<file path="config.mk">
export PLATFORM = sky130hd
export DESIGN_NAME = grsm_ctrl
export DESIGN_NICKNAME = d
export VERILOG_FILES = /design/src/sv/grsm_pkg.sv /design/src/sv/grsm_ctrl.sv
export SDC_FILE = /design/constraint.sdc
export NUM_CORES = 1
export LEC_CHECK = 0
export BUFFER_PORTS_ARGS = -buffer_cell sky130_fd_sc_hd__buf_2
export CAP_MARGIN = 20
export CORE_AREA = 2 2 39 41
export DETAILED_ROUTE_END_ITERATION = 10
export DIE_AREA = 0 0 41 43
export PLACE_DENSITY = 0.73
export SYNTH_ARGS = -nofsm -noshare
export SYNTH_HDL_FRONTEND = slang
export SYNTH_SLANG_ARGS = --single-unit
</file>
<file path="constraint.sdc">
create_clock -name clk_i -period 2.1 [get_ports clk_i]
set_input_delay 0.315 -clock clk_i [delete_from_list [all_inputs] [get_ports clk_i]]
set_output_delay 0.315 -clock clk_i [all_outputs]
set_load 0.03 [all_outputs]
</file>
<file path="src/sv/grsm_pkg.sv">
package grsm_pkg;

  // Field widths fixed by the word formats
  localparam int CMD_W   = 2;
  localparam int ROW_W   = 6;
  localparam int COL_W   = 6;
  localparam int CHAR_W  = 8;
  localparam int COUNT_W = 13;
  localparam int REG_W   = 7;
  localparam int IDX_W   = 1;

  // Register reset values
  localparam logic [REG_W-1:0] ROW_COUNT_RST = 7'd64;
  localparam logic [REG_W-1:0] COL_COUNT_RST = 7'd64;

  // Masking character and count ceiling
  localparam logic [CHAR_W-1:0]  MASK_CHAR   = 8'h2A;
  localparam logic [COUNT_W-1:0] COUNT_LIMIT = 13'd8191;

  // Register indexes on the configuration port
  localparam logic [IDX_W-1:0] REG_ROW_COUNT = 1'b0;
  localparam logic [IDX_W-1:0] REG_COL_COUNT = 1'b1;

  // Result kinds
  localparam logic KIND_CELL = 1'b0;
  localparam logic KIND_DONE = 1'b1;

  // Command codes
  typedef enum logic [CMD_W-1:0] {
    CMD_LOAD = 2'd0,
    CMD_WORD = 2'd1,
    CMD_READ = 2'd2
  } cmd_e;

  // Controller states
  typedef enum logic [2:0] {
    ST_IDLE,
    ST_READ,
    ST_SETUP,
    ST_CMP,
    ST_MASK,
    ST_DONE
  } state_e;

  typedef struct packed {
    logic [CMD_W-1:0]  command;
    logic [ROW_W-1:0]  row;
    logic [COL_W-1:0]  column;
    logic [CHAR_W-1:0] char_value;
    logic              word_last;
  } in_word_t;

  typedef struct packed {
    logic               result_kind;
    logic [CHAR_W-1:0]  cell_value;
    logic [COUNT_W-1:0] match_count;
  } out_word_t;

  // Controller to datapath
  typedef struct packed {
    logic accept;
    logic start_search;
    logic issue;
    logic next_start;
    logic hit;
    logic mask_wr;
    logic load_read;
    logic load_done;
    logic clear_word;
  } ctrl_cmd_t;

  // Datapath to controller
  typedef struct packed {
    logic search_empty;
    logic mismatch;
    logic chk_last;
    logic k_room;
    logic mask_last;
    logic last_start;
  } dp_sts_t;

endpackage

</file>
<file path="src/sv/grsm_ctrl.sv">
module grsm_ctrl (
  input  logic                 clk_i,
  input  logic                 rst_ni,
  input  logic                 in_valid_i,
  input  grsm_pkg::in_word_t   in_word_i,
  output logic                 in_stall_o,
  output logic                 out_valid_o,
  input  logic                 out_stall_i,
  input  grsm_pkg::dp_sts_t    sts_i,
  output grsm_pkg::ctrl_cmd_t  cmd_o
);

  import grsm_pkg::*;

  state_e    state_q, state_d;
  logic      out_valid_q, out_valid_d;
  logic      slot_free;
  ctrl_cmd_t cmd;

  assign slot_free = !out_valid_q || !out_stall_i;

  // State register
  always_ff @(posedge clk_i or negedge rst_ni) begin
    if (!rst_ni) begin
      state_q     <= ST_IDLE;
      out_valid_q <= 1'b0;
    end else begin
      state_q     <= state_d;
      out_valid_q <= out_valid_d;
    end
  end

  // Next state and commands
  always_comb begin
    state_d = state_q;
    cmd     = '0;
    unique case (state_q)
      ST_IDLE: begin
        if (in_valid_i) begin
          cmd.accept = 1'b1;
          unique case (in_word_i.command)
            CMD_WORD: begin
              if (in_word_i.word_last) begin
                cmd.start_search = 1'b1;
                state_d          = ST_SETUP;
              end
            end
            CMD_READ: state_d = ST_READ;
            default: ;
          endcase
        end
      end
      ST_READ: begin
        if (slot_free) begin
          cmd.load_read = 1'b1;
          state_d       = ST_IDLE;
        end
      end
      ST_SETUP: begin
        state_d = sts_i.search_empty ? ST_DONE : ST_CMP;
      end
      ST_CMP: begin
        if (sts_i.mismatch) begin
          if (sts_i.last_start) begin
            state_d = ST_DONE;
          end else begin
            cmd.next_start = 1'b1;
          end
        end else if (sts_i.chk_last) begin
          cmd.hit = 1'b1;
          state_d = ST_MASK;
        end else if (sts_i.k_room) begin
          cmd.issue = 1'b1;
        end
      end
      ST_MASK: begin
        cmd.mask_wr = 1'b1;
        if (sts_i.mask_last) begin
          if (sts_i.last_start) begin
            state_d = ST_DONE;
          end else begin
            cmd.next_start = 1'b1;
            state_d        = ST_CMP;
          end
        end
      end
      ST_DONE: begin
        if (slot_free) begin
          cmd.load_done  = 1'b1;
          cmd.clear_word = 1'b1;
          state_d        = ST_IDLE;
        end
      end
      default: state_d = ST_IDLE;
    endcase
  end

  // Output word valid flag
  always_comb begin
    out_valid_d = out_valid_q;
    if (cmd.load_read || cmd.load_done) begin
      out_valid_d = 1'b1;
    end else if (out_valid_q && !out_stall_i) begin
      out_valid_d = 1'b0;
    end
  end

  assign in_stall_o  = (state_q != ST_IDLE);
  assign out_valid_o = out_valid_q;
  assign cmd_o       = cmd;

  // A result is only written into a free slot
  a_slot_free: assert property (@(posedge clk_i) disable iff (!rst_ni)
    (cmd.load_read || cmd.load_done) |-> slot_free)
    else $error("result written over a waiting word");

  // A final word character always blocks the input while searching
  a_search_busy: assert property (@(posedge clk_i) disable iff (!rst_ni)
    (in_valid_i && !in_stall_o && (in_word_i.command == CMD_WORD) &&
     in_word_i.word_last) |=> in_stall_o)
    else $error("input taken during search");

  // Grid read and mask write never share a cycle
  a_port_excl: assert property (@(posedge clk_i) disable iff (!rst_ni)
    !(cmd.issue && cmd.mask_wr))
    else $error("scan read and mask write together");

endmodule

</file>
==> reports/metrics.cfg <==
[final_layout]
multi_input_area_um2 = 302.8
fill_cells = 147
num_antenna_cells = 0
drive_gt1_frac = 0.4342
final_net_count = 111
fin_util = 0.4177
seq_area_um2 = 100.1
stdcell_count = 92
areaGrowthSynthToFinish_pct = 37.91
fin_area_um2 = 578.1

[sta]
fin_skew_ns = 0.004729
setup_viol = 0
finalHoldViolCount = 0
hold_ws_ns = 0.3444
rsz0062_at_grt = false
setup_slack_ns = 0.2470
slew_headroom = 0.7340
worst_slew_pin_slew_ns = 0.3990
fin_tns_setup_ns = 0
finalCriticalPeriod_ns = 1.853
finalCritPeriodShare = 0.8824
finalMaxSlewViolations = 0
fmax_ghz = 0.5397

[grt]
grt_pass1_wl_um = 1455
grt_pass1_vias = 375
grt-ovfl-total = 0
grt_max_degree = 13
track_usage = 0.1231
antenna_found_initial = 0

[power]
leakage_nw = 0.2780
max-vdd-ir-drop_uv = 650.9
power.total_mw = 0.7570
power_density_mw_per_mm2 = 1310

[floorplanning]
coreArea_mm2 = 0.001384
initial_core_util = 0.3029
die_h_um = 43
rows = 14
die_area_mm2 = 0.001763
ios = 44
die_x_um = 41

[worst_setup_path]
cp_max_fo = 11
r2r-start = state_q[0]
r2r_cells = 4
critPathRequiredTime_ns = 1.78
crit_arrival_ns = 1.54
worstSetupEndpointType = output port
worstSetupPathType = register to output port
r2r_setup_slack_ns = 0.52
rr_endpoint = state_q[0]
cp-start-kind = register

[synthesis]
synthesis.nets = 86
synth.distinct_cells = 27
synth_top_area_frac = 0.2388
synth_cells = 53
synth-seq-cells = 4
syn_area_um2 = 419.2
synthTopCellsByArea = dfrtp_1 (24%), a21oi_1 (7.2%), nand2_1 (6.3%)
yosysSeqAreaShare = 0.2388
synth_warnings = 0
avgSynthCellArea_um2 = 7.909
yosys.area.top_type = dfrtp_1

[cts]
clock_sinks = 4
tritoncts = done
clk_pin_slew_ns = 0.04
clock_latency_ns = 0.23
cts_buffers = 3
cts_root_buf = clkbuf_4
postCtsSetupBuffers = 0
htreeDepth = 1
clk_path_buf_depth = 2

[drt]
detail_route.wl_per_cell_um = 10.57
wl_met3_um = 39
vias = 444
drt-total-wl_um = 972
first_pass_iters = 4
wl_met1_um = 428
postRouteAntennaNets = 0
dr.max_layer_used = met3
drt_iter0_drc = 4
vias_per_cell = 4.826
drc = 0
dr_wl_met2_um = 505

[placed_design]
hpwl_um = 765
placed_cell_area_um2 = 545.5
port_buffers = 23
pre_cts_ws_ns = 0.4814
dp.cells = 88
gp_congestion = 0.7162

[min_path]
hold-path-endpoint = out_valid_o
min_path_cells = 3
hold_class = input port to register
min_from = out_stall_i

[status]
status = finished, final reports clean

[run]
drv_cap = 0

-- cells in the mapped netlist --
cell type	number
nand4b_1	2
mux2_1	1
nor3b_1	3
nand2b_1	3
nand3b_1	3
buf_4	2
mux2i_1	1
a31oi_1	1
inv_2	1
and2b_1	1
nand3_1	1
nor3_1	1
dfrtp_1	4
nand2_1	7
and2_1	1
nor3_4	1
nor2_1	2
nor4b_1	1
buf_2	2
o21ai_0	3
a21oi_1	6
o22ai_1	1
o211ai_2	1
inv_1	1
or4b_4	1
and4b_1	1
a21o_1	1
-- logic make-up (layout without fill, tap and decap cells) --
| logic type | after synthesis | in the layout | share of synthesized area |
|---|---|---|---|
| AO/OA/AOI/OAI | 13 | 13 | 0.1851 |
| buffers and inverters | 6 | 29 | 0.07759 |
| flip-flops | 4 | 4 | 0.2388 |
| multiplexers | 2 | 2 | 0.05075 |
| AND/OR/NAND/NOR | 28 | 28 | 0.4478 |
-- flip-flops by register name, indices dropped and copies added (netlist names) --
name         count
out_valid_o      1
state_q          3
-- cells in the final DEF (no fill, tap or decap), types with 2 or more instances in the layout --
cell type,n
nand2b_1,3
buf_2,23
a21oi_1,6
nand3b_1,3
dfrtp_1,4
nor3b_1,2
clkbuf_4,3
o21ai_0,3
nand4b_1,2
nand2_1,7
nor2_1,2
-- worst max-delay path: stages (launching register included) --
cell and delay, ns:
dfrtp_1 0.51, nor3_4 0.26, and2_1 0.16, and4b_1 0.19, buf_2 0.19
-- layout make-up --
cell class                 count  area share
sequential                     4      0.1732
tap                           16     0.03463
multi-input combinational     43      0.5238
timing repair buffer          24      0.2165
clock buffer                   3     0.03896
inverter                       2     0.01299
-- worst max-delay path by stage --
stage	start	to	slack, ns	cells past startpoint
6_report	state_q[0]	cmd_o[7]	0.25	4
4_1_cts	state_q[2]	cmd_o[6]	0.22	3
2_1_floorplan	state_q[0]	cmd_o[5]	0.15	4
5_1_grt	state_q[2]	cmd_o[6]	0.15	3
3_3_place_gp	state_q[0]	cmd_o[7]	0.49	4
3_5_place_dp	state_q[2]	cmd_o[6]	0.48	3
-- routing by layer --
metal,vias to the layer above,GRT usage
met5,-,0
met4,0,0.1000
met3,0,0.01571
met2,8,0.1844
met1,198,0.1471
li1,238,-
-- timing repair --
item,in CTS,in global routing
hold buffers,1,0
gates resized for setup,0,0
endpoints found under the hold margin,4,0
-- power by group --
part	switching, mW	internal [mW]
registers	0.0955	0.115
clock network	0.0297	0.0638
logic	0.270	0.184
total	0.395	0.362
Power figures use the tool's default switching activity.
